<file path="src/hw/rtl/lpfx_pkg.sv">
// Package for the length-prefixed frame XOR checker.
// Holds the frame layout constants, the pair decoder and the result type.
// Depends on nothing; every other file uses it by scoped names.
package lpfx_pkg;

	localparam int unsigned CharW     = 8;
	localparam int unsigned PosW      = 10;
	localparam int unsigned CapCount  = 6;
	localparam int unsigned CapIdxW   = 3;

	localparam logic [CharW-1:0]   AsciiZero    = 8'd48;
	localparam logic [PosW-1:0]    PosLenHi     = 10'd2;
	localparam logic [PosW-1:0]    PosLenLo     = 10'd3;
	localparam logic [PosW-1:0]    PosFirstBody = 10'd4;
	localparam logic [PosW-1:0]    PosCapEnd    = 10'd10;

	typedef logic [CharW-1:0] char_t;
	typedef logic [PosW-1:0]  pos_t;

	typedef struct packed {
		logic  last;
		logic  checksum_ok;
		char_t device_type;
		char_t device_number;
		char_t port_number;
	} result_t;

	// ((hi - '0') * 16 + (lo - '0')) mod 256. The high term reduces to hi * 16
	// because 48 * 16 is a multiple of 256.
	function automatic char_t decode_pair(input char_t hi, input char_t lo);
		char_t hi_sh;
		hi_sh = {hi[3:0], 4'b0000};
		return char_t'(hi_sh + lo - AsciiZero);
	endfunction

endpackage

</file>
<file path="src/hw/rtl/length_prefixed_frame_xor_check_top.sv">
// Top level of the length-prefixed frame XOR checker.
// Holds the input word register and the result register around lpfx_frame.
// Depends on lpfx_pkg and lpfx_frame.
//
// Usage:
// The input channel (in_valid, in_stall, rx_char) carries one received
// character per word. A frame is two header characters, two length
// characters, 2*L body characters and two checksum characters.
// The output channel (out_valid, out_stall and the four result fields)
// carries one word per frame: the checksum verdict and the three decoded
// pairs at frame positions 4 to 9.
// One character is taken every cycle while in_stall is low. A character is
// held in the input register and is then processed into the result register,
// from which the result word is offered on the output channel.
// When the result register holds a word and the receiver stalls, both the
// input register and the frame state hold and in_stall is raised until
// the word is taken.
// Reset clears the frame state, so the first character after reset is the
// first header character of a frame; no result is pending after reset.
module length_prefixed_frame_xor_check_top (
	input  logic       clk,
	input  logic       arst_n,
	input  logic       in_valid,
	output logic       in_stall,
	input  logic [7:0] rx_char,
	output logic       out_valid,
	input  logic       out_stall,
	output logic       checksum_ok,
	output logic [7:0] device_type,
	output logic [7:0] device_number,
	output logic [7:0] port_number
);

	logic              adv;
	logic              valid_s1;
	lpfx_pkg::char_t   rx_char_s1;
	logic              step;
	lpfx_pkg::result_t res;
	lpfx_pkg::pos_t    pos;
	logic              out_valid_q;
	lpfx_pkg::result_t out_q;

	assign adv      = !(out_valid_q && out_stall);
	assign in_stall = !adv;
	assign step     = valid_s1 && adv;

	always_ff @(posedge clk or negedge arst_n) begin
		if (!arst_n) begin
			valid_s1 <= 1'b0;
		end else if (adv) begin
			valid_s1 <= in_valid;
		end
	end

	always_ff @(posedge clk) begin
		if (adv && in_valid) begin
			rx_char_s1 <= rx_char;
		end
	end

	lpfx_frame u_frame (
		.clk     (clk),
		.arst_n  (arst_n),
		.step    (step),
		.char_in (rx_char_s1),
		.result  (res),
		.pos     (pos)
	);

	always_ff @(posedge clk or negedge arst_n) begin
		if (!arst_n) begin
			out_valid_q <= 1'b0;
		end else if (adv) begin
			out_valid_q <= step && res.last;
		end
	end

	always_ff @(posedge clk) begin
		if (step && res.last) begin
			out_q <= res;
		end
	end

	assign out_valid     = out_valid_q;
	assign checksum_ok   = out_q.checksum_ok;
	assign device_type   = out_q.device_type;
	assign device_number = out_q.device_number;
	assign port_number   = out_q.port_number;

	a_pos_range: assert property (@(posedge clk) disable iff (!arst_n)
		pos <= 10'd515)
		else $error("frame position beyond the longest frame");

	a_result_loaded: assert property (@(posedge clk) disable iff (!arst_n)
		step && res.last |=> out_valid)
		else $error("frame end did not produce a result word");

	a_frame_restart: assert property (@(posedge clk) disable iff (!arst_n)
		step && res.last |=> pos == '0)
		else $error("frame state not cleared after the last character");

	a_hold_frame: assert property (@(posedge clk) disable iff (!arst_n)
		out_valid && out_stall |=> $stable(pos))
		else $error("frame state moved while the result was stalled");

endmodule

</file>
<file path="src/hw/rtl/lpfx_frame.sv">
// Frame tracker: position counter, length, running XOR and captured characters.
// Computes the frame result for the character it is stepped with.
// Depends on lpfx_pkg.
module lpfx_frame (
	input  logic              clk,
	input  logic              arst_n,
	input  logic              step,
	input  lpfx_pkg::char_t   char_in,
	output lpfx_pkg::result_t result,
	output lpfx_pkg::pos_t    pos
);

	lpfx_pkg::pos_t  pos_q;
	lpfx_pkg::char_t len_first_q;
	lpfx_pkg::char_t body_len_q;
	lpfx_pkg::char_t xor_q;
	lpfx_pkg::char_t chk_first_q;
	lpfx_pkg::char_t cap_q [lpfx_pkg::CapCount];
	lpfx_pkg::char_t cap_eff [lpfx_pkg::CapCount];

	lpfx_pkg::pos_t  body_end;
	lpfx_pkg::pos_t  frame_end;
	logic            in_body;
	logic            in_cap;
	logic            last;
	logic [lpfx_pkg::CapIdxW-1:0] cap_idx;
	lpfx_pkg::char_t chk;

	assign body_end  = lpfx_pkg::PosFirstBody + {1'b0, body_len_q, 1'b0};
	assign frame_end = body_end + 10'd1;
	assign in_body   = pos_q >= lpfx_pkg::PosFirstBody;
	assign last      = in_body && (pos_q >= frame_end);
	assign in_cap    = in_body && (pos_q < lpfx_pkg::PosCapEnd);
	assign cap_idx   = lpfx_pkg::CapIdxW'(pos_q - lpfx_pkg::PosFirstBody);

	always_comb begin
		for (int i = 0; i < lpfx_pkg::CapCount; i++) begin
			cap_eff[i] = (in_cap && (cap_idx == lpfx_pkg::CapIdxW'(i))) ? char_in : cap_q[i];
		end
	end

	assign chk = lpfx_pkg::decode_pair(chk_first_q, char_in);

	always_comb begin
		result.last          = last;
		result.checksum_ok   = (xor_q == chk);
		result.device_type   = lpfx_pkg::decode_pair(cap_eff[0], cap_eff[1]);
		result.device_number = lpfx_pkg::decode_pair(cap_eff[2], cap_eff[3]);
		result.port_number   = lpfx_pkg::decode_pair(cap_eff[4], cap_eff[5]);
	end

	assign pos = pos_q;

	always_ff @(posedge clk or negedge arst_n) begin
		if (!arst_n) begin
			pos_q       <= '0;
			len_first_q <= '0;
			body_len_q  <= '0;
			xor_q       <= '0;
			chk_first_q <= '0;
			for (int i = 0; i < lpfx_pkg::CapCount; i++) begin
				cap_q[i] <= '0;
			end
		end else if (step) begin
			priority if (pos_q < lpfx_pkg::PosLenHi) begin
				pos_q <= pos_q + 10'd1;
			end else if (pos_q == lpfx_pkg::PosLenHi) begin
				len_first_q <= char_in;
				pos_q       <= pos_q + 10'd1;
			end else if (pos_q == lpfx_pkg::PosLenLo) begin
				body_len_q <= lpfx_pkg::decode_pair(len_first_q, char_in);
				pos_q      <= pos_q + 10'd1;
			end else if (last) begin
				pos_q       <= '0;
				len_first_q <= '0;
				body_len_q  <= '0;
				xor_q       <= '0;
				chk_first_q <= '0;
				for (int i = 0; i < lpfx_pkg::CapCount; i++) begin
					cap_q[i] <= '0;
				end
			end else begin
				if (in_cap) begin
					cap_q[cap_idx] <= char_in;
				end
				if (pos_q < body_end) begin
					xor_q <= xor_q ^ char_in;
				end else begin
					chk_first_q <= char_in;
				end
				pos_q <= pos_q + 10'd1;
			end
		end
	end

endmodule
</file>
<file path="config.mk">
export PLATFORM = sky130hd
export DESIGN_NAME = length_prefixed_frame_xor_check_top
export DESIGN_NICKNAME = d
export VERILOG_FILES = /design/src/hw/rtl/lpfx_pkg.sv /design/src/hw/rtl/length_prefixed_frame_xor_check_top.sv /design/src/hw/rtl/lpfx_frame.sv
export SDC_FILE = /design/constraint.sdc
export NUM_CORES = 1
export LEC_CHECK = 0
export BUFFER_PORTS_ARGS = -buffer_cell sky130_fd_sc_hd__buf_4
export CAP_MARGIN = 5
export CORE_ASPECT_RATIO = 1.4
export CORE_MARGIN = 2
export CORE_UTILIZATION = 45
export DETAILED_ROUTE_END_ITERATION = 6
export GPL_ROUTABILITY_DRIVEN = 1
export PLACE_DENSITY = 0.66
export SLEW_MARGIN = 0
export SYNTH_ARGS = -nofsm -noshare
export SYNTH_HDL_FRONTEND = slang
export SYNTH_HIERARCHICAL = 1
export SYNTH_SLANG_ARGS = --single-unit
</file>
<file path="constraint.sdc">
create_clock -name clk -period 8.25 [get_ports clk]
set_input_delay 2.0625 -clock clk [delete_from_list [all_inputs] [get_ports clk]]
set_output_delay 2.0625 -clock clk [all_outputs]
set_load 0.05 [all_outputs]
</file>
[Yosys cells after proc, flatten, opt, wreduce, memory -nomap -nowiden]
Index checks and enable logic that the tools add are counted.
Storage, ports and cells
  output and inout port bits: 27
  register bits: 117
  logic and storage cells: 101
  input port bits: 12
Cells by class
  bitwise gates (word level): 5
  magnitude comparators: 7
  eq/ne operators: 10
  multiplexer cells: 23
  $add $sub $neg: 14
  reductions and logical operators: 24
Operators by type and width (count)
  two-way mux 48 bit: 2
  two-way mux 8 bit: 8
  bitwise mux 48 bit: 1
  adder 8 bit: 5
  two-way mux 10 bit: 4
  subtractor 8 x 6 -> 8 bit (second input constant): 5
  two-way mux 4 bit: 7
  demux 8 bit (select 3 bit): 1
  adder 10 x 1 -> 10 bit (second input constant): 2
  equality test 10 x 2 -> 1 bit (second input constant): 2
  AND reduction 5 bit: 3
  logical AND 1 bit: 13
  adder 3 x 9 -> 10 bit (first input constant): 1
  greater-or-equal comparator 10 bit: 1
  greater-or-equal comparator 10 x 3 -> 1 bit (second input constant): 1
  less-than comparator 10 bit: 1
  less-than comparator 10 x 2 -> 1 bit (second input constant): 1
  less-than comparator 10 x 4 -> 1 bit (second input constant): 1
  equality test 8 bit: 1
  AND reduction 4 bit: 2
  nonzero test 2 bit: 4
  XOR 8 bit: 1
  equality test 3 x 2 -> 1 bit (second input constant): 2
  equality test 3 bit (second input constant): 2
  9 further kinds: 12

[Logic depth before layout (Yosys ltp)]
Gate-level depths: netlist of the first run.
  word-level depth: 9
  gate-level depth with buffers: 13
  mapped depth without buffers: 12

[Cells and area by module]
Netlist of the first run, hierarchy kept.
By module, submodules not included
  lpfx_frame: instances 1, area each 4842.1 um^2, cells an instance 493, sequential area each 1751.7 um^2
  length_prefixed_frame_xor_check_top: instances 1, area each 1093.5 um^2, cells an instance 43, sequential area each 1041.0 um^2

[Least setup slack after synthesis of the first run]
Ideal clock, no wire load.
  kind: in2out
  from: input out_stall
  to: output in_stall
  path buffers: 0
  setup slack: 3.728 ns
  required time: 6.188 ns
  arrival: 2.459 ns
  stages on the path: 2
  cells stage by stage: nand2_2 -> inv_1
On the way
  word-level cells in the longest chain between the ends: 1
RTL lines
  start: declaration: RTL line length_prefixed_frame_xor_check_top.sv:27  | input logic out_stall,
  logical AND 1 bit: RTL line length_prefixed_frame_xor_check_top.sv:43  | assign adv = !(out_valid_q && out_stall);
  end: declaration: RTL line length_prefixed_frame_xor_check_top.sv:24  | output logic in_stall,
No other way between the ends.

[Worst setup path after layout of the first run]
Same ends and word-level chain as after synthesis.

==> run_results.csv, run 1 <==
group,metric,value,unit
finish,fill_cells,1135,
yosys,synth_edf_count,33,
global_routing,top_usage_layer,"met2",
worst_setup_path,worstPathArrival,2.51,ns
flow_run,cap_violations,0,
yosys,synth_flop_cell,"dfrtp_1",
placed_design,place_area,6290,sq um
floorplan,rows,49,
global_routing,grt_use_met3,0.0309,
global_routing,met1_usage,0.268,
floorplan,ios,39,
global_routing,grt_max_degree,73,
yosys,postSynthAreaPerCell,11.1,sq um
finish,nets,609,
cts,cts_tree,"done",
global_routing,met2_usage,0.351,
placed_design,place.gp.congestion,0.814,
cts,clk_latency,0.36,ns
sta,finalSetupViolCount,0,
worst_setup_path,path_max_fanout,5,
power,p_clk_frac,0.171,
worst_setup_path,required,6.19,ns
routing,drt_iter0_drc,424,
routing,wl_per_cell,19.2,um
sta,skew,0.00970,ns
finish,fin_area,6610,sq um
run_status,status,"completed",
finish,antenna_cells,0,
cts,cts-buffers-inserted,9,
routing,postRouteWirelength,13700,um
yosys,yosysWarnings,6,
cts,h-tree-depth,3,
power,switching_share,0.430,
global_routing,grt-ovfl-total,0,
global_routing,grtUsageTotal,0.208,
sta,hold_violations,0,
routing,route.detailed.drc,0,
global_routing,antenna_found_initial,0,
yosys,ys_async_sr_fraction,0.686,
sta,fmax,219,MHz
worst_setup_path,setup.worst_path.start_class,"input port",
finish,areaGrowthSynthToFinish,11.3,%
yosys,yosysUniqueCellTypes,58,
cts,clock-sinks,105,
floorplan,start_util,0.461,
power,p_leak,2.91,nW
finish,drive_above_1_share,0.175,
sta,min_period,4.57,ns
placed_design,dp_hpwl,9380,um
worst_setup_path,critPathMostFrequentCell,"buf_4",
cts,ctsResizeCount,0,
sta,worst_pin_slew,0.943,ns
sta,finalCritPeriodShare,0.554,
power,pwr-share-seq,0.329,
sta,slew_headroom,0.367,
routing,dr.pass1.iters,5,
cts,cts_setup_buffers,0,
finish,seq_area,2790,sq um
global_routing,grt_pass1_wl,23000,um
floorplan,die_area,14100,sq um
yosys,synth_nets,589,
power,p_per_area,410,nW/um^2
placed_design,io_buffers,38,
yosys,synth_seq_cells,105,
finish,fin_util,0.513,
sta,tns,0,ns
power,internal_power,0.00155,W
worst_setup_path,cp_slowest_cell,"buf_4",
cts,clk_pin_slew,0.07,ns
worst_setup_path,cp_cell_sequence,"buf_4, nand2_2, inv_1, buf_4",
power,power.switching,0.00117,W
power,combPwrFrac,0.500,
floorplan,dieWidth,101,um
worst_setup_path,worst_setup_path_end_kind,"primary output",
hold_path,holdCritPathClass,"reg -> reg",
global_routing,grt_pass1_vias,4454,
power,finalPower,0.00271,W
sta,rsz0062_at_grt,"false",
power,ir_drop,249,uV
worst_setup_path,cp_top_family,"buffers and inverters",
cts,clk_path_buf_depth,2,
yosys,synth_area,5940,sq um
floorplan,coreArea,12900,sq um
worst_setup_path,slowest_delay,0.18,ns
routing,vias,4310,
yosys,syn-instance-count,536,
worst_setup_path,path_buf_inv,3,
yosys,synth-seq-area-share,0.470,
sta,whs,0.526,ns
floorplan,fp.dieH,140,um
sta,slew_violations,0,
cts,cts-root-buf,"clkbuf_16",
routing,ant_nets,0,
routing,vias_per_cell,6.04,
cts,cts_hold_buf,0,
worst_setup_path,path_class,"in -> out",
finish,multi_input_area,2860,sq um
cell type report:
cell class	instances	area share
multi-input combinational	361	0.432
sequential	105	0.423
timing repair buffer	41	0.0466
clock buffer	10	0.0346
tap	153	0.0290
inverter	38	0.0216
clock inverter	6	0.0136
placed cells by master, fill, tap and decap left out, types with 8 or more instances in the layout:
cell type	n
xor2_1	12
xnor2_1	23
mux2i_1	22
nor2_1	21
and3_1	9
o21ai_0	17
nand3_1	9
a21oi_1	12
ha_1	36
mux2_2	16
edfxtp_1	33
nand2_1	54
nand4_1	10
buf_4	41
dfrtp_1	72
o22ai_1	11
inv_1	38
a32o_1	21
clkbuf_16	9
o2111ai_1	8
registers in the layout (all words and copies together), names as in the netlist:
register             cells
u_frame/cap_q           36
checksum_ok              1
u_frame/pos             10
u_frame/len_first_q      4
valid_s1                 1
out_valid                1
device_type              8
u_frame/chk_first_q      4
u_frame/xor_q            8
device_number            8
rx_char_s1               8
port_number              8
u_frame/body_len_q       8
through the flow:
| step | setup WS (ns) | cells |
|---|---|---|
| finish | 3.68 | 714 |
| global route | 3.64 | 714 |
| CTS | 3.68 | 714 |
| detailed placement | 3.68 | 698 |
| global placement | 3.69 | 698 |
| floorplan | 3.73 | 536 |
final timing paths:
path	to	from	cells after the start	slack, ns
max	in_stall	out_stall	4	3.68
min	u_frame/cap_q[16]	u_frame/cap_q[16]	1	0.53
max reg2reg	port_number[7]	u_frame/pos[7]	9	4.29
min reg2reg	u_frame/cap_q[16]	u_frame/cap_q[16]	1	0.53
max in group asynchronous	u_frame/body_len_q[4]	arst_n	1	5.80
min in group asynchronous	u_frame/cap_q[3]	arst_n	1	1.86
layer usage:
metal	wire (um)	vias to the layer above
li1	-	1987
met1	5760	2191
met2	7160	110
met3	482	22
met4	332	0
met5	0	-
power by group through the flow:
stage | combinational (W) | clock [W] | sequential [W]
CTS | 0.00136 | 0.000473 | 0.000889
global route | 0.00149 | 0.000493 | 0.000915
floorplan | 0.000975 | 0 | 0.000990
finish | 0.00136 | 0.000465 | 0.000892
detailed placement | 0.00136 | 0 | 0.000898
global placement | 0.00130 | 0 | 0.000891
logic make-up after synthesis:
| logic type | share of synthesized area |
|---|---|
| XOR/XNOR | 0.0516 |
| adder cells (fa/ha/maj) | 0.0927 |
| multiplexers | 0.0700 |
| AO/OA/AOI/OAI | 0.134 |
| buffers and inverters | 0.0491 |
| flip-flops | 0.470 |
| AND/OR/NAND/NOR | 0.132 |
Yosys cell counts (16+ instances only):
master / n / area [sq um]
clkbuf_1: 18 / 67.6
xnor2_1: 23 / 201
o21ai_0: 17 / 85.1
a32o_1: 21 / 210
dfrtp_1: 72 / 1800
mux2_2: 16 / 180
edfxtp_1: 33 / 991
nand2_1: 54 / 203
nor2_1: 21 / 78.8
ha_1: 36 / 450
inv_1: 38 / 143
mux2i_1: 22 / 220
worst register-to-register path: stages (launching register included):
cell and delay (ns):
dfrtp_1 0.48, nor4_4 0.77, nand4_1 0.65, o21ai_0 0.48
ha_1 0.30, ha_1 0.22, fa_1 0.38, xnor2_1 0.20
xnor2_1 0.15, xnor2_1 0.09
Note: power is estimated with default switching activity, not from simulation.
==> run 2, diff against run 1 <==
Clock period 8.25 ns to 4.7 ns, I/O delays scaled along.
==> run 2 against run 1 <==
  * Clock power grew 53%
  * Register-to-register slack lost 3.4 ns
  * Die area is the same
  * Utilization shrank 0.23 points
  * Worst hold slack lost 0.0054 ns
  * Via count shrank 1.4%
  * First-iteration DRC count shrank 4.2%
==> run_results.csv, run 2 (synthesis gave the netlist of run 1 again) <==
group,metric,value,unit
power,ir_drop,318,uV
floorplan,die_area,14100,sq um
sta,finalSetupViolCount,0,
finish,areaGrowthSynthToFinish,10.8,%
placed_design,dp_cells,699,
sta,skew,0.00913,ns
cts,ctsResizeCount,0,
cts,cts_setup_buffers,0,
routing,vias_per_cell,5.94,
global_routing,antenna_found_initial,0,
sta,rsz0062_at_grt,"false",
global_routing,grt_pass1_vias,4333,
worst_setup_path,cp_top_family,"simple AND/OR/NAND/NOR gates",
floorplan,dieWidth,101,um
routing,wl_per_cell,19.2,um
worst_setup_path,worstPathArrival,3.79,ns
placed_design,dp_hpwl,9440,um
cts,h-tree-depth,3,
hold_path,holdCritPathClass,"reg -> reg",
worst_setup_path,path_class,"reg -> reg",
cts,cts_tree,"done",
routing,vias,4248,
finish,largest_reg_flops,36,
routing,route.detailed.drc,0,
sta,worst_pin_slew,0.946,ns
placed_design,place.gp.congestion,0.886,
worst_setup_path,path_max_fanout,24,
flow_run,cap_violations,0,
sta,finalCritPeriodShare,0.805,
worst_setup_path,path_buf_inv,2,
routing,postRouteWirelength,13700,um
sta,min_period,3.78,ns
worst_setup_path,path_depth,12,
sta,slew_headroom,0.369,
finish,top_register,"u_frame/cap_q",
worst_setup_path,critPathMostFrequentCell,"buf_4",
floorplan,rows,49,
placed_design,io_buffers,38,
cts,clk_pin_slew,0.07,ns
global_routing,grt_max_degree,73,
finish,reg_top3,"u_frame/cap_q x36, u_frame/pos x10",
power,p_per_area,710,nW/um^2
floorplan,ios,39,
sta,hold_violations,0,
routing,drt_iter0_drc,406,
floorplan,fp.dieH,140,um
worst_setup_path,worst_setup_path_end_kind,"flop",
worst_setup_path,cp_slowest_cell,"nor2_1",
global_routing,grtUsageTotal,0.205,
sta,slew_violations,0,
sta,tns,0,ns
finish,drive_above_1_share,0.176,
run_status,status,"completed",
cts,cts-buffers-inserted,9,
finish,layout_commonest_cell,"dfrtp_1",
cts,cts-root-buf,"clkbuf_16",
finish,mostFrequentLayoutCells,"dfrtp_1, nand2_1, buf_4, inv_1, ha_1",
power,p_leak,2.89,nW
cts,cts_hold_buf,0,
floorplan,coreArea,12900,sq um
floorplan,start_util,0.461,
finish,final_cells,715,
global_routing,grt-ovfl-total,0,
cts,clock-sinks,105,
routing,ant_nets,0,
finish,nets,610,
worst_setup_path,required,4.71,ns
worst_setup_path,cp_cell_sequence,"and3_1, nand3_1, or2_2, ha_1, nand4_1, nor3_1, a211oi_2, buf_4, nor2_1, nand2_1, a21oi_2, buf_4",
worst_setup_path,reg2reg_depth,12,
cts,clk_path_buf_depth,2,
worst_setup_path,slowest_delay,0.60,ns
worst_setup_path,setup.worst_path.start_class,"flop",
finish,antenna_cells,0,
hold_path,min_path_cells,1,
cts,clk_latency,0.35,ns
global_routing,grt_pass1_wl,22600,um
routing,dr.pass1.iters,5,
sta,fmax,264,MHz
==> run 2: layer usage <==
layer | GRT usage | up-vias | part of all wire | wire length, um
met5 | 0 | - | 0 | 0
li1 | - | 1998 | - | -
met1 | 0.263 | 2110 | 0.42 | 5750
met2 | 0.350 | 123 | 0.52 | 7070
met3 | 0.0289 | 17 | 0.042 | 576
met4 | 0.0718 | 0 | 0.022 | 297
==> run 2: final timing paths <==
check	slack, ns	endpoint	from
min	0.52	u_frame/cap_q[33]	u_frame/cap_q[33]
min in group asynchronous	0.96	u_frame/cap_q[3]	arst_n
min reg2reg	0.52	u_frame/cap_q[33]	u_frame/cap_q[33]
max	0.92	port_number[5]	u_frame/body_len_q[5]
max reg2reg	0.92	port_number[5]	u_frame/body_len_q[5]
max in group asynchronous	3.11	u_frame/body_len_q[5]	arst_n
==> run 2: power breakdown <==
part / leakage (nW) / switching (W) / internal, W
combinational: 1.54 / 0.00147 / 0.000927
sequential: 1.21 / 0.000240 / 0.00132
clock: 0.136 / 0.000336 / 0.000375
total: 2.89 / 0.00204 / 0.00263
==> run 2: layout make-up <==
cell class                 count  area (sq um)
multi-input combinational    361          2860
sequential                   105          2790
tap                          153           191
clock inverter                 6          42.5
clock buffer                  10           239
fill                        1138          6300
timing repair buffer          42           315
inverter                      38           143
==> run 2: worst reg2reg max path: cells and delay by family, from the launching register on <==
| kind | cells | cell delay (ns) |
|---|---|---|
| simple gates | 7 | 1.87 |
| buf+inv | 2 | 0.59 |
| fa+ha+maj | 1 | 0.31 |
| flops | 1 | 0.42 |
| compound gates | 2 | 0.26 |
==> run 2: stage by stage <==
stage	hold WS, ns	cell area, sq um	utilization	setup slack (ns)	power [W]
2_1_floorplan	0.480	5940	-	0.754	0.00345
3_3_place_gp	0.500	6300	0.489	1.07	0.00388
3_5_place_dp	0.508	6300	0.489	0.970	0.00396
4_1_cts	0.524	6580	0.511	0.957	0.00469
5_1_grt	0.535	6580	0.511	0.666	0.00501
6_report	0.520	6580	0.511	0.916	0.00467
